## config.mk

```make
export PLATFORM = sky130hd
export DESIGN_NAME = sequential_list_engine
export DESIGN_NICKNAME = d
export VERILOG_FILES = /design/src/design/sle_pkg.sv /design/src/design/sle_dpath.sv /design/src/design/sle_ctrl.sv /design/src/design/sequential_list_engine.sv
export SDC_FILE = /design/constraint.sdc
export NUM_CORES = 1
export LEC_CHECK = 0
export ABC_AREA = 1
export BUFFER_PORTS_ARGS = -buffer_cell sky130_fd_sc_hd__buf_4
export CORE_AREA = 4 4 448 273
export CTS_CLUSTER_SIZE = 20
export DETAILED_ROUTE_END_ITERATION = 12
export DIE_AREA = 0 0 452 277
export MAX_ROUTING_LAYER = met4
export PLACE_DENSITY = 0.49
export SYNTH_ARGS = -nofsm -noshare
export SYNTH_HDL_FRONTEND = slang
export SYNTH_HIERARCHICAL = 1
export SYNTH_SLANG_ARGS = --single-unit
```

## constraint.sdc

```tcl
create_clock -name clk -period 11.85 [get_ports clk]
set_input_delay 1.7775 -clock clk [delete_from_list [all_inputs] [get_ports clk]]
set_output_delay 1.7775 -clock clk [all_outputs]
set_load 0.02 [all_outputs]
```

## src/design/sle_pkg.sv

```systemverilog
// shared types and constants for the sequential list engine
// beat structs, command codes and the controller/datapath interface structs
// no dependencies
package sle_pkg;

  // default sizes handed to the top level parameters
  localparam int DEPTH_DEF      = 16;
  localparam int DATA_WIDTH_DEF = 32;

  // command codes
  localparam logic [2:0] CMD_APPEND  = 3'd0;
  localparam logic [2:0] CMD_INSERT  = 3'd1;
  localparam logic [2:0] CMD_FIND    = 3'd2;
  localparam logic [2:0] CMD_REMOVE  = 3'd3;
  localparam logic [2:0] CMD_WRITE   = 3'd4;
  localparam logic [2:0] CMD_READ    = 3'd5;
  localparam logic [2:0] CMD_CLEAR   = 3'd6;

  // request beat
  typedef struct packed {
    logic [2:0]         cmd;
    logic signed [31:0] value;
    logic [3:0]         position;
  } req_t;

  // response beat
  typedef struct packed {
    logic               ok;
    logic [3:0]         found_index;
    logic signed [31:0] read_value;
    logic [4:0]         count;
  } rsp_t;

  // datapath operation selects
  typedef enum logic [2:0] {
    PTR_HOLD,
    PTR_ZERO,
    PTR_INC,
    PTR_DEC,
    PTR_COUNT
  } ptr_op_t;

  typedef enum logic [1:0] {
    RD_PTR,
    RD_PTR_P1,
    RD_PTR_M1,
    RD_POS
  } rd_sel_t;

  typedef enum logic [1:0] {
    WA_PTR,
    WA_POS,
    WA_COUNT
  } wa_sel_t;

  typedef enum logic {
    WD_VAL,
    WD_RDATA
  } wd_sel_t;

  typedef enum logic [1:0] {
    CNT_HOLD,
    CNT_INC,
    CNT_DEC,
    CNT_ZERO
  } cnt_op_t;

  // commands from controller to datapath
  typedef struct packed {
    logic    load;
    ptr_op_t ptr_op;
    logic    rd_en;
    rd_sel_t rd_sel;
    logic    wr_en;
    wa_sel_t wa_sel;
    wd_sel_t wd_sel;
    cnt_op_t cnt_op;
  } ctrl_t;

  // status from datapath to controller
  typedef struct packed {
    logic full;
    logic cnt_zero;
    logic pos_le_cnt;
    logic pos_lt_cnt;
    logic match;
    logic ptr_last;
    logic ptr_at_pos;
  } stat_t;

  // result strobe and flags from controller to the output stage
  typedef struct packed {
    logic capture;
    logic ok;
    logic found;
    logic rd;
  } res_t;

endpackage

```

## src/design/sle_dpath.sv

```systemverilog
// datapath of the sequential list engine: entry memory, count, scan pointer
// and the compares that feed the controller
// depends on sle_pkg
module sle_dpath #(
  parameter int DEPTH      = sle_pkg::DEPTH_DEF,
  parameter int DATA_WIDTH = sle_pkg::DATA_WIDTH_DEF,
  localparam int AW = (DEPTH > 1) ? $clog2(DEPTH) : 1,
  localparam int CW = $clog2(DEPTH + 1)
) (
  input  logic                  clk,
  input  logic                  rst,
  input  sle_pkg::ctrl_t        ctrl,
  input  logic signed [31:0]    value,
  input  logic [3:0]            position,
  output sle_pkg::stat_t        stat,
  output logic [DATA_WIDTH-1:0] rdata,
  output logic [AW-1:0]         ptr,
  output logic [CW-1:0]         count
);

  localparam int PW = (CW > 4) ? CW : 4;

  logic [DATA_WIDTH-1:0] mem [DEPTH];
  logic [DATA_WIDTH-1:0] val_q;
  logic [3:0]            pos_q;
  logic [63:0]           val_ext;
  logic [PW-1:0]         pos_ext;
  logic [PW-1:0]         count_ext;
  logic [AW-1:0]         pos_addr;
  logic [AW-1:0]         ra;
  logic [AW-1:0]         wa;
  logic [DATA_WIDTH-1:0] wd;

  // operand latch, value kept in its low bits after sign extension
  assign val_ext = 64'(value);

  always_ff @(posedge clk) begin
    if (ctrl.load) begin
      val_q <= val_ext[DATA_WIDTH-1:0];
      pos_q <= position;
    end
  end

  assign pos_ext   = PW'(pos_q);
  assign count_ext = PW'(count);
  assign pos_addr  = pos_ext[AW-1:0];

  // scan pointer
  always_ff @(posedge clk) begin
    if (rst) begin
      ptr <= '0;
    end else begin
      case (ctrl.ptr_op)
        sle_pkg::PTR_ZERO:  ptr <= '0;
        sle_pkg::PTR_INC:   ptr <= ptr + AW'(1);
        sle_pkg::PTR_DEC:   ptr <= ptr - AW'(1);
        sle_pkg::PTR_COUNT: ptr <= count[AW-1:0];
        default:            ptr <= ptr;
      endcase
    end
  end

  // entry count
  always_ff @(posedge clk) begin
    if (rst) begin
      count <= '0;
    end else begin
      case (ctrl.cnt_op)
        sle_pkg::CNT_INC:  count <= count + CW'(1);
        sle_pkg::CNT_DEC:  count <= count - CW'(1);
        sle_pkg::CNT_ZERO: count <= '0;
        default:           count <= count;
      endcase
    end
  end

  // address and data selection
  always_comb begin
    case (ctrl.rd_sel)
      sle_pkg::RD_PTR_P1: ra = ptr + AW'(1);
      sle_pkg::RD_PTR_M1: ra = ptr - AW'(1);
      sle_pkg::RD_POS:    ra = pos_addr;
      default:            ra = ptr;
    endcase
    case (ctrl.wa_sel)
      sle_pkg::WA_POS:   wa = pos_addr;
      sle_pkg::WA_COUNT: wa = count[AW-1:0];
      default:           wa = ptr;
    endcase
    case (ctrl.wd_sel)
      sle_pkg::WD_RDATA: wd = rdata;
      default:           wd = val_q;
    endcase
  end

  // entry memory, one write and one registered read a cycle
  always_ff @(posedge clk) begin
    if (ctrl.wr_en) begin
      mem[wa] <= wd;
    end
    if (ctrl.rd_en) begin
      rdata <= mem[ra];
    end
  end

  // status compares
  assign stat.full       = (count == CW'(DEPTH));
  assign stat.cnt_zero   = (count == '0);
  assign stat.pos_le_cnt = (pos_ext <= count_ext);
  assign stat.pos_lt_cnt = (pos_ext < count_ext);
  assign stat.match      = (rdata == val_q);
  assign stat.ptr_last   = ((CW'(ptr) + CW'(1)) >= count);
  assign stat.ptr_at_pos = (PW'(ptr) == pos_ext);

endmodule

```

## src/design/sle_ctrl.sv

```systemverilog
// controller of the sequential list engine: one-hot sequencer that decodes
// a command and steps the datapath through scans and shifts
// depends on sle_pkg
module sle_ctrl (
  input  logic           clk,
  input  logic           rst,
  input  logic           req_valid,
  input  logic [2:0]     req_cmd,
  input  logic           out_free,
  input  sle_pkg::stat_t stat,
  output logic           req_ready,
  output sle_pkg::ctrl_t ctrl,
  output sle_pkg::res_t  res
);

  typedef enum logic [8:0] {
    S_IDLE    = 9'b000000001,
    S_DECODE  = 9'b000000010,
    S_INS_CHK = 9'b000000100,
    S_INS_WR  = 9'b000001000,
    S_SCAN    = 9'b000010000,
    S_REM_CHK = 9'b000100000,
    S_REM_WR  = 9'b001000000,
    S_RDWAIT  = 9'b010000000,
    S_POST    = 9'b100000000
  } state_t;

  state_t     state;
  state_t     state_next;
  logic [2:0] cmd_q;
  logic       ok_q;
  logic       found_q;
  logic       rd_q;
  logic       fin;
  logic       fin_ok;
  logic       fin_found;
  logic       fin_rd;

  // sequencer
  always_comb begin
    state_next  = state;
    req_ready   = 1'b0;
    ctrl.load   = 1'b0;
    ctrl.ptr_op = sle_pkg::PTR_HOLD;
    ctrl.rd_en  = 1'b0;
    ctrl.rd_sel = sle_pkg::RD_PTR;
    ctrl.wr_en  = 1'b0;
    ctrl.wa_sel = sle_pkg::WA_PTR;
    ctrl.wd_sel = sle_pkg::WD_VAL;
    ctrl.cnt_op = sle_pkg::CNT_HOLD;
    fin         = 1'b0;
    fin_ok      = 1'b0;
    fin_found   = 1'b0;
    fin_rd      = 1'b0;
    res.capture = 1'b0;
    res.ok      = ok_q;
    res.found   = found_q;
    res.rd      = rd_q;
    unique case (state)
      S_IDLE: begin
        req_ready = 1'b1;
        if (req_valid) begin
          ctrl.load   = 1'b1;
          ctrl.ptr_op = sle_pkg::PTR_ZERO;
          state_next  = S_DECODE;
        end
      end
      S_DECODE: begin
        unique case (cmd_q) inside
          sle_pkg::CMD_APPEND: begin
            fin = 1'b1;
            if (!stat.full) begin
              ctrl.wr_en  = 1'b1;
              ctrl.wa_sel = sle_pkg::WA_COUNT;
              ctrl.cnt_op = sle_pkg::CNT_INC;
              fin_ok      = 1'b1;
            end
          end
          sle_pkg::CMD_INSERT: begin
            if (!stat.full && stat.pos_le_cnt) begin
              ctrl.ptr_op = sle_pkg::PTR_COUNT;
              state_next  = S_INS_CHK;
            end else begin
              fin = 1'b1;
            end
          end
          sle_pkg::CMD_FIND, sle_pkg::CMD_REMOVE: begin
            if (stat.cnt_zero) begin
              fin = 1'b1;
            end else begin
              ctrl.rd_en  = 1'b1;
              ctrl.rd_sel = sle_pkg::RD_PTR;
              state_next  = S_SCAN;
            end
          end
          sle_pkg::CMD_WRITE: begin
            fin = 1'b1;
            if (stat.pos_lt_cnt) begin
              ctrl.wr_en  = 1'b1;
              ctrl.wa_sel = sle_pkg::WA_POS;
              fin_ok      = 1'b1;
            end
          end
          sle_pkg::CMD_READ: begin
            if (stat.pos_lt_cnt) begin
              ctrl.rd_en  = 1'b1;
              ctrl.rd_sel = sle_pkg::RD_POS;
              state_next  = S_RDWAIT;
            end else begin
              fin = 1'b1;
            end
          end
          sle_pkg::CMD_CLEAR: begin
            fin         = 1'b1;
            fin_ok      = 1'b1;
            ctrl.cnt_op = sle_pkg::CNT_ZERO;
          end
          default: begin
            fin = 1'b1;
          end
        endcase
      end
      // insert: move entries up one from the end down to the position
      S_INS_CHK: begin
        if (stat.ptr_at_pos) begin
          ctrl.wr_en  = 1'b1;
          ctrl.wa_sel = sle_pkg::WA_POS;
          ctrl.cnt_op = sle_pkg::CNT_INC;
          fin         = 1'b1;
          fin_ok      = 1'b1;
        end else begin
          ctrl.rd_en  = 1'b1;
          ctrl.rd_sel = sle_pkg::RD_PTR_M1;
          state_next  = S_INS_WR;
        end
      end
      S_INS_WR: begin
        ctrl.wr_en  = 1'b1;
        ctrl.wa_sel = sle_pkg::WA_PTR;
        ctrl.wd_sel = sle_pkg::WD_RDATA;
        ctrl.ptr_op = sle_pkg::PTR_DEC;
        state_next  = S_INS_CHK;
      end
      // linear search, one entry a cycle
      S_SCAN: begin
        if (stat.match) begin
          if (cmd_q == sle_pkg::CMD_FIND) begin
            fin       = 1'b1;
            fin_ok    = 1'b1;
            fin_found = 1'b1;
          end else begin
            state_next = S_REM_CHK;
          end
        end else if (stat.ptr_last) begin
          fin = 1'b1;
        end else begin
          ctrl.rd_en  = 1'b1;
          ctrl.rd_sel = sle_pkg::RD_PTR_P1;
          ctrl.ptr_op = sle_pkg::PTR_INC;
        end
      end
      // remove: move later entries down one
      S_REM_CHK: begin
        if (stat.ptr_last) begin
          ctrl.cnt_op = sle_pkg::CNT_DEC;
          fin         = 1'b1;
          fin_ok      = 1'b1;
        end else begin
          ctrl.rd_en  = 1'b1;
          ctrl.rd_sel = sle_pkg::RD_PTR_P1;
          state_next  = S_REM_WR;
        end
      end
      S_REM_WR: begin
        ctrl.wr_en  = 1'b1;
        ctrl.wa_sel = sle_pkg::WA_PTR;
        ctrl.wd_sel = sle_pkg::WD_RDATA;
        ctrl.ptr_op = sle_pkg::PTR_INC;
        state_next  = S_REM_CHK;
      end
      S_RDWAIT: begin
        fin    = 1'b1;
        fin_ok = 1'b1;
        fin_rd = 1'b1;
      end
      // count has settled, hand the result to the output register
      S_POST: begin
        if (out_free) begin
          res.capture = 1'b1;
          state_next  = S_IDLE;
        end
      end
      default: begin
        state_next = S_IDLE;
      end
    endcase
    if (fin) begin
      state_next = S_POST;
    end
  end

  // state, command and result flags
  always_ff @(posedge clk) begin
    if (rst) begin
      state   <= S_IDLE;
      cmd_q   <= sle_pkg::CMD_APPEND;
      ok_q    <= 1'b0;
      found_q <= 1'b0;
      rd_q    <= 1'b0;
    end else begin
      state <= state_next;
      if (state == S_IDLE && req_valid) begin
        cmd_q <= req_cmd;
      end
      if (fin) begin
        ok_q    <= fin_ok;
        found_q <= fin_found;
        rd_q    <= fin_rd;
      end
    end
  end

endmodule

```

## src/design/sequential_list_engine.sv

```systemverilog
// Sequential list engine: an ordered list of up to DEPTH signed entries held
// in a memory with one write port and one registered read port, with
// append, insert, find, remove, overwrite, read and clear commands, one
// response beat per request beat. A request is taken only while the
// sequencer is idle; a finished response waits in an output register so the
// next request can be taken meanwhile. Insert and remove shift entries
// through the memory port, which moves one entry per read/write pair, and
// find scans the list from index 0; a result that finds the output register
// still full holds the sequencer until that response is taken. No clearing
// pass is needed after reset.
// depends on sle_pkg, sle_ctrl, sle_dpath
module sequential_list_engine #(
  parameter int DEPTH      = sle_pkg::DEPTH_DEF,
  parameter int DATA_WIDTH = sle_pkg::DATA_WIDTH_DEF
) (
  input  logic          clk,
  input  logic          rst,
  input  logic          req_valid,
  output logic          req_ready,
  input  sle_pkg::req_t req,
  output logic          rsp_valid,
  input  logic          rsp_ready,
  output sle_pkg::rsp_t rsp
);

  localparam int AW = (DEPTH > 1) ? $clog2(DEPTH) : 1;
  localparam int CW = $clog2(DEPTH + 1);

  sle_pkg::ctrl_t        ctrl;
  sle_pkg::stat_t        stat;
  sle_pkg::res_t         res;
  logic [DATA_WIDTH-1:0] rdata;
  logic [AW-1:0]         ptr;
  logic [CW-1:0]         count;
  logic [63:0]           rdata_ext;
  logic                  out_free;

  sle_ctrl u_ctrl (
    .clk       (clk),
    .rst       (rst),
    .req_valid (req_valid),
    .req_cmd   (req.cmd),
    .out_free  (out_free),
    .stat      (stat),
    .req_ready (req_ready),
    .ctrl      (ctrl),
    .res       (res)
  );

  sle_dpath #(
    .DEPTH      (DEPTH),
    .DATA_WIDTH (DATA_WIDTH)
  ) u_dpath (
    .clk      (clk),
    .rst      (rst),
    .ctrl     (ctrl),
    .value    (req.value),
    .position (req.position),
    .stat     (stat),
    .rdata    (rdata),
    .ptr      (ptr),
    .count    (count)
  );

  // entry sign extended out to the response width
  assign rdata_ext = 64'($signed(rdata));
  assign out_free  = !rsp_valid || rsp_ready;

  // output register
  always_ff @(posedge clk) begin
    if (rst) begin
      rsp_valid <= 1'b0;
    end else if (res.capture) begin
      rsp_valid <= 1'b1;
    end else if (rsp_ready) begin
      rsp_valid <= 1'b0;
    end
  end

  always_ff @(posedge clk) begin
    if (res.capture) begin
      rsp.ok          <= res.ok;
      rsp.found_index <= res.found ? 4'(ptr) : 4'd0;
      rsp.read_value  <= res.rd ? rdata_ext[31:0] : 32'd0;
      rsp.count       <= 5'(count);
    end
  end

  // busy straight after a request beat
  a_busy_after_req: assert property (@(posedge clk) disable iff (rst)
    req_valid && req_ready |=> !req_ready)
    else $error("request taken while the previous one is still at work");

  // results only go into a free output register
  a_capture_free: assert property (@(posedge clk) disable iff (rst)
    res.capture |-> (!rsp_valid || rsp_ready))
    else $error("response overwritten before it was taken");

  // the list never holds more than its depth
  a_count_bound: assert property (@(posedge clk) disable iff (rst)
    count <= CW'(DEPTH))
    else $error("entry count beyond depth");

  // a failed command reports neither an index nor a value
  a_fail_zero: assert property (@(posedge clk) disable iff (rst)
    rsp_valid && !rsp.ok |-> (rsp.found_index == 4'd0) && (rsp.read_value == 32'd0))
    else $error("failed response carries data");

endmodule

```

Word level (Yosys, flattened, before mapping)
Memory sizes are Yosys's and may differ from the RTL's. A register that Yosys moved wholly into a read port is not among the register bits.
Cells that the tools add are included.
Word-level totals
  flip-flop bits (word level): 103
  bits in writable memories: 512
  input port bits: 43
  memories kept: 1
Memory list
  u_dpath.mem: words 16, width 32, rd ports 1, clocked after Yosys merged registers in 1, wr ports 1, RTL line sle_dpath.sv:23  | logic [DATA_WIDTH-1:0] mem [DEPTH];
Operators by class
  add/subtract/negate cells: 5
  $lt $le $gt $ge: 3
  equality and inequality tests: 51
  muxes and demuxes: 64
  bitwise gates (word level): 1
  reduce and logical (&&, ||, !) cells: 15
Operators by type and width (count)
  9-bit 2-to-1 mux: 10
  9-bit one-hot mux with 9 select lines: 1
  32-bit == test: 1
  32-bit 2-to-1 mux: 1
  3-bit 2-to-1 mux: 9
  9-bit one-hot mux with 3 select lines: 1
  1-bit 2-to-1 mux: 23
  11-bit AND reduction: 2
  3-bit by 2-bit != test with 1-bit output (second input constant): 6
  4-bit one-hot mux with 4 select lines: 1
  3-bit one-hot mux with 5 select lines: 1
  5-bit one-hot mux with 3 select lines: 1
  3-bit by 2-bit == test with 1-bit output (second input constant): 4
  3-bit == test (second input constant): 4
  2-bit != test (second input constant): 6
  4-bit by 3-bit != test with 1-bit output (second input constant): 3
  3-bit one-hot mux with 2 select lines: 2
  3-bit one-hot mux with 4 select lines: 1
  4-bit one-hot mux with 3 select lines: 1
  2-bit == test (second input constant): 5
  1-bit one-hot mux with 5 select lines: 2
  9-bit by 1-bit == test with 1-bit output (second input constant): 1
  9-bit by 2-bit == test with 1-bit output (second input constant): 1
  9-bit by 3-bit == test with 1-bit output (second input constant): 1
  other kinds (41): 51

Logic depth before layout (Yosys ltp)
Gate-level depths: netlist of run 1.
  depth in word-level cells: 8
  depth in mapped cells: 23
  mapped depth without buffers: 21

Hierarchy
Netlist of run 1, hierarchy kept.
Modules (own cells, without submodules)
  sle_dpath: times used 1, cells an instance 2454, area each 26614.3 um^2, seq. area each 17596.9 um^2
  sequential_list_engine: times used 1, cells an instance 122, area each 1601.5 um^2, seq. area each 1281.2 um^2
  sle_ctrl: times used 1, cells an instance 175, area each 1201.2 um^2, seq. area each 300.3 um^2

Worst setup path before layout of run 1
Ideal clock, no wire load.
  path type: in2reg
  from: in rsp_ready
  to: reg rsp[0] (netlist name), enable pin
  setup time: 549 ps
  arrival: 6050 ps
  data required time: 11301 ps
  path slack: 5251 ps
  stages: 4
  buffers on the path: 0
  path through: inv_1 > nand2_1 > inv_1 > nor4_1
RTL lines
  from (decl): RTL line sequential_list_engine.sv:22  | input logic rsp_ready,
  to (decl): RTL line sequential_list_engine.sv:23  | output sle_pkg::rsp_t rsp

==> impl_metrics.json, run 1 <==
{
  "ys_seq_area_share_pct": 65.2,
  "final_common_cell": "nand3_1",
  "port-buffer-count": 86,
  "synth_area_sq_um": 29400,
  "min_path_type": "reg2reg",
  "max_slew.worst_pin.slew_ns": 1.09,
  "netlist.area_leader.share_pct": 63.5,
  "cts-htree-levels": 2,
  "antenna_found_initial": 0,
  "whs_ns": 0.466,
  "core_area_sq_um": 118000,
  "dpl.hpwl_um": 46600,
  "synth_top_area_cell": "edfxtp_1",
  "setup_viol": 0,
  "yosysUniqueCellTypes": 49,
  "path_cells": "xor2_1 > nor2_1 > nand2_1 > nor3_1 > nand4_1 > nor2_1 > nor2_1 > nand2_1 > o211a_1 > inv_1 > nor2_1 > nand2_8 > nand2_8 > buf_4 > nand2_1 > nand3_1 > nand3_1 > nand3_1 > nand2_1",
  "cts_resized": 0,
  "slew_headroom_pct": 27.7,
  "clk_path_buf_depth": 3,
  "drc": 0,
  "cts.sinks": 647,
  "slew_violations": 0,
  "synth_area_leaders": "edfxtp_1, nand3_1, inv_1",
  "grt_overflow": 0,
  "critPathKind": "reg2reg",
  "post_cts_buffers": 0,
  "drive_gt1_share_pct": 11.7,
  "routed_wl_um": 88300,
  "postSynthCellCount": 2751,
  "arrival_ns": 6.79,
  "grt_max_degree": 185,
  "crit_path_start_kind": "flip-flop",
  "grt_pass1_vias": 18800,
  "cts_buffers": 60,
  "routedWlPerCell_um": 19.9,
  "synthToLayoutAreaGrowth_pct": 15.4,
  "setup_ws_ns": 5.46,
  "dp.cells": 4338,
  "placed_cell_area_sq_um": 31900,
  "cp_slowest_cell": "buf_4",
  "drtIter0Drc": 1979,
  "ios": 87,
  "rsz0062_at_grt": "false",
  "placementRows": 98,
  "initial_core_util_pct": 24.9,
  "grt_util_all_layers_pct": 14.2,
  "cts.hold.buffers_added": 0,
  "die_x_um": 452,
  "layout_common_cells": "nand3_1, edfxtp_1, inv_1",
  "fmax_mhz": 156,
  "maxCapViolations": 0,
  "status": "completed",
  "stdcell_area_sq_um": 34000,
  "worst_setup_path_end_kind": "flip-flop",
  "viasPerCell": 4.38,
  "syn_area_per_cell_sq_um": 10.7,
  "firstDrtPassIters": 6,
  "detail-route-antenna-nets": 0,
  "ctsRootBufferMaster": "clkbuf_16",
  "layout.cells.non_filler": 4449,
  "nets": 2860,
  "power-per-cell-area_nw_per_um2": 158,
  "path_max_fanout": 101,
  "ir_worst_vdd_v": 0.0000950,
  "syn_nets": 2811,
  "gp_congestion": 0.790,
  "fin_crit_sh_pct": 54.0,
  "vias": 19500,
  "slowest_delay_ns": 0.74,
  "final-hold-violation-count": 0,
  "power.leakage_uw": 0.0135,
  "post-place-ws_ns": 5.53,
  "min_period_ns": 6.39,
  "cts_tree": "done",
  "cp.required_ns": 12.25,
  "yosys_warnings": 6,
  "clkSlewWorstSetupHoldPaths_ns": 0.07,
  "clk_latency_ns": 0.66,
  "clock_skew_ns": 0.0281,
  "ys_ff_latch": 647,
  "dieArea_sq_um": 125000,
  "grt_pass1_wl_um": 130000,
  "fin_tns_setup_ns": 0,
  "die_h_um": 277
}
layout make-up:
cell class	count	area, sq um
inverter	523	1970
sequential	647	19200
tap	1600	2000
fill	12300	84200
clock buffer	69	1630
timing repair buffer	129	981
clock inverter	41	469
antenna	1	2.50
multi-input combinational	1439	7720
through the flow:
step	utilization (%)	power, uW
global route	28.7	5580
CTS	28.7	5430
finish	28.7	5370
detailed placement	26.9	3320
global placement	26.9	3310
floorplan	-	3090
Yosys cell counts, drive strengths merged:
master,instances
nand3,654
edfxtp,622
inv,523
nand2,446
buf,114
nand3b,100
nor2,79
clkbuf,28
mux2,27
dfxtp,25
a21oi,24
xnor2,22
o21ai,18
ha,16
xor2,11
nand4,8
nor3,8
or2,6
a211oi,3
nor4,3
o22ai,3
a221oi,2
a41oi,2
o21bai,2
a2bb2oi,1
a31oi,1
fa,1
o211a,1
or3,1
worst paths after layout:
check                endpoint         startpoint  slack, ns  cells past startpoint
max          u_dpath/rdata[5]  u_dpath/rdata[16]       5.46                     19
min                    rsp[4]   u_dpath/count[4]       0.47                      0
max reg2reg  u_dpath/rdata[5]  u_dpath/rdata[16]       5.46                     19
min reg2reg            rsp[4]   u_dpath/count[4]       0.47                      0
state kept, by name (all words and copies together) (netlist names):
register / count
rsp: 42
u_dpath/rdata: 32
u_dpath/mem: 512
u_ctrl/ok_q: 1
u_dpath/count: 5
u_ctrl/found_q: 1
rsp_valid: 1
u_ctrl/cmd_q: 3
u_dpath/ptr: 4
u_ctrl/rd_q: 1
u_dpath/val_q: 32
u_dpath/pos_addr: 4
u_ctrl/state: 9
cells by family (layout without fill, tap and decap cells):
family / Yosys count / in the layout / share of synthesized area, %
adder cells (fa/ha/maj): 17 / 17 / 0.749
multiplexers: 27 / 27 / 1.03
AO/OA/AOI/OAI: 57 / 57 / 1.25
buffers and inverters: 665 / 762 / 9.23
other: 0 / 1 / 0
flip-flops: 647 / 647 / 65.2
AND/OR/NAND/NOR: 1305 / 1305 / 21.5
XOR/XNOR: 33 / 33 / 1.01
layer usage:
metal  share of wire, %  wire (um)  vias up  track usage, %
met4                1.5       1360        0            2.65
met5                  0          0        -               -
met1                 50      43800     9533            21.3
li1                   -          -     9302               -
met3                6.2       5480       90            2.24
met2                 43      37700      579            20.3
report_power, final:
part | internal, uW | total, uW | switching, uW
Sequential | 2690 | 2730 | 43.4
Clock | 1200 | 2110 | 906
Combinational | 143 | 533 | 389
Total | 4030 | 5370 | 1340
worst max-delay path, delay by kind of cell (launching register included):
kind            cells  cell delay [ns]
flops               1             0.51
compound gates      1             0.19
simple gates       15             4.21
xor+xnor            1             0.19
buf+inv             2             0.87
No activity file was read; power rests on OpenSTA's default activity.
==> run 2, diff against run 1 <==
Settings changed: PLACE_DENSITY 0.49 to 0.5.
Clock period 11.85 ns to 5.2 ns, I/O delays scaled along.
==> run 2 against run 1 <==
Against the previous run:
- final cell count is 1.3% higher
- die area stayed put
- cell area is 2.2% higher
- maximum frequency is 37% higher
- combinational power is 140% higher
- hold slack worse by 0.14 ns
- non-clock buffer count is 63 higher
- count of clock-buffer cells in the layout is 2 lower
- sequential share of layout area is 1.2 points lower
- first-iteration DRC count is 4.8% higher
- critical path depth is 1 higher
- total power is 120% higher
- critical endpoint is now u_dpath/rdata[22]
==> impl_metrics.json, run 2 (synthesis gave the netlist of run 1 again) <==
{
  "status": "completed",
  "cp.required_ns": 5.57,
  "slew_violations": 0,
  "cts.hold.buffers_added": 0,
  "grt_pass1_vias": 18500,
  "final_common_cell": "nand3_1",
  "cp-endpoint": "u_dpath/rdata[22]",
  "worst_setup_path_end_kind": "flip-flop",
  "cts-htree-levels": 2,
  "min_period_ns": 4.67,
  "arrival_ns": 5.04,
  "largest_register_ffs": 512,
  "fin_tns_setup_ns": 0,
  "routed_wl_um": 88100,
  "path_depth": 20,
  "drtIter0Drc": 2074,
  "port-buffer-count": 86,
  "ir_worst_vdd_v": 0.000240,
  "whs_ns": 0.326,
  "critPathKind": "reg2reg",
  "nets": 2919,
  "maxCapViolations": 0,
  "gp_congestion": 0.800,
  "detail-route-antenna-nets": 0,
  "cp_slowest_cell": "dfxtp_1",
  "timing.critical_path.from": "u_dpath/ptr[0]",
  "grt_pass1_wl_um": 129000,
  "ff2ff_path_depth": 20,
  "path_max_fanout": 10,
  "placementRows": 98,
  "layout.cells.non_filler": 4507,
  "path_cells": "inv_2 > ha_1 > ha_1 > a21oi_1 > o21bai_1 > a21oi_1 > o21bai_1 > nor2_1 > nand2_1 > o211a_1 > inv_1 > inv_1 > nand2_2 > buf_4 > nor2_1 > a21oi_4 > buf_4 > nand3_1 > nand3_1 > nand2_1",
  "worstReg2RegEnd": "u_dpath/rdata[22]",
  "dieArea_sq_um": 125000,
  "drive_gt1_share_pct": 13.2,
  "nFillCells": 12200,
  "cts_tree": "done",
  "power-per-cell-area_nw_per_um2": 339,
  "reg2reg_from": "u_dpath/ptr[0]",
  "clock_skew_ns": 0.0281,
  "firstDrtPassIters": 6,
  "initial_core_util_pct": 24.9,
  "crit_family": "compound AO/OA/AOI/OAI gates",
  "ios": 87,
  "fin_crit_sh_pct": 89.7,
  "max_slew.worst_pin.slew_ns": 1.26,
  "antenna_found_initial": 1,
  "reg2reg_slack_ns": 0.53,
  "die_x_um": 452,
  "dp.cells": 4401,
  "drc": 0,
  "cts_buffers": 56,
  "die_h_um": 277,
  "placed_cell_area_sq_um": 32900,
  "slew_headroom_pct": 15.5,
  "rsz0062_at_grt": "false",
  "setup_viol": 0,
  "vias": 19800,
  "fmax_mhz": 214,
  "cp_num_buf_inv": 5,
  "dpl.hpwl_um": 51500,
  "viasPerCell": 4.40,
  "slowest_delay_ns": 0.66,
  "regMostFlops": "u_dpath/mem",
  "cts.sinks": 647,
  "crit_path_start_kind": "flip-flop",
  "stdcell_area_sq_um": 34700,
  "clk_path_buf_depth": 3,
  "routedWlPerCell_um": 19.6,
  "post_cts_buffers": 0,
  "min_path_type": "in2reg",
  "core_area_sq_um": 118000,
  "power.leakage_uw": 0.0138,
  "grt_overflow": 0,
  "clk_latency_ns": 0.63,
  "grt_max_degree": 79,
  "clkSlewWorstSetupHoldPaths_ns": 0.07,
  "largestRegisters": "u_dpath/mem x512, rsp x42",
  "ctsRootBufferMaster": "clkbuf_16",
  "synthToLayoutAreaGrowth_pct": 18.0,
  "final-hold-violation-count": 0,
  "cts_resized": 0,
  "layout_common_cells": "nand3_1, edfxtp_1, inv_1",
  "grt_util_all_layers_pct": 14.2
}
## run 2: cell count changes in the layout (fill, tap and decap cells not counted), sizes merged
cell      change
bufinv        -6
inv           -2
clkinvlp      +3
clkinv        +2
clkbuf        -2
buf          +63
## run 2: metrics by stage
step                      utilization (%)  total power (uW)  setup WS, ns
final                                29.4             11800         0.534
after global routing                 29.4             12300         0.222
after CTS                            29.4             11900         0.598
after detailed placement             27.8              7620         0.632
after global placement               27.8              7610         0.615
after floorplan                         -              7050         0.949
## run 2: worst min-delay path by stage
stage | startpoint | to | slack [ns] | depth (start not counted)
after CTS | req[11] | u_dpath/val_q[7] | 0.28 | 1
after detailed placement | u_ctrl/ok_q | rsp[41] | 0.43 | 0
after global placement | u_ctrl/ok_q | rsp[41] | 0.43 | 0
final | req[17] | u_dpath/val_q[13] | 0.33 | 1
after global routing | req[18] | u_dpath/val_q[14] | 0.29 | 1
after floorplan | u_dpath/count[4] | rsp[4] | 0.43 | 0
## run 2: worst register-to-register path: cells and delay by family (launching register included)
family                   cells  cell delay (ns)
AND/OR/NAND/NOR              7             0.79
adder cells (fa/ha/maj)      2             0.74
AO/OA/AOI/OAI                6             1.20
flip-flops                   1             0.66
buffers and inverters        5             1.03
## run 2: report_power, final
part	switching [uW]	leakage, uW	internal [uW]	total (uW)
clock network	2010	0.000883	2270	4280
registers	104	0.00579	6120	6220
logic	905	0.00715	365	1270
## run 2: layer usage
layer | share of wire, % | track usage, %
met3 | 6.1 | 2.34
met4 | 1.6 | 2.48
met5 | 0 | -
met1 | 50 | 21.4
met2 | 42 | 19.9
## run 2: layout make-up
cell class	instances	area (sq um)	share of cell area (%)
sequential	647	19200	55.3
multi-input combinational	1439	7730	22.3
clock inverter	38	305	0.880
tap	1600	2000	5.77
inverter	523	1970	5.67
clock buffer	67	1510	4.34
antenna	1	2.50	0.00721
timing repair buffer	192	2000	5.78
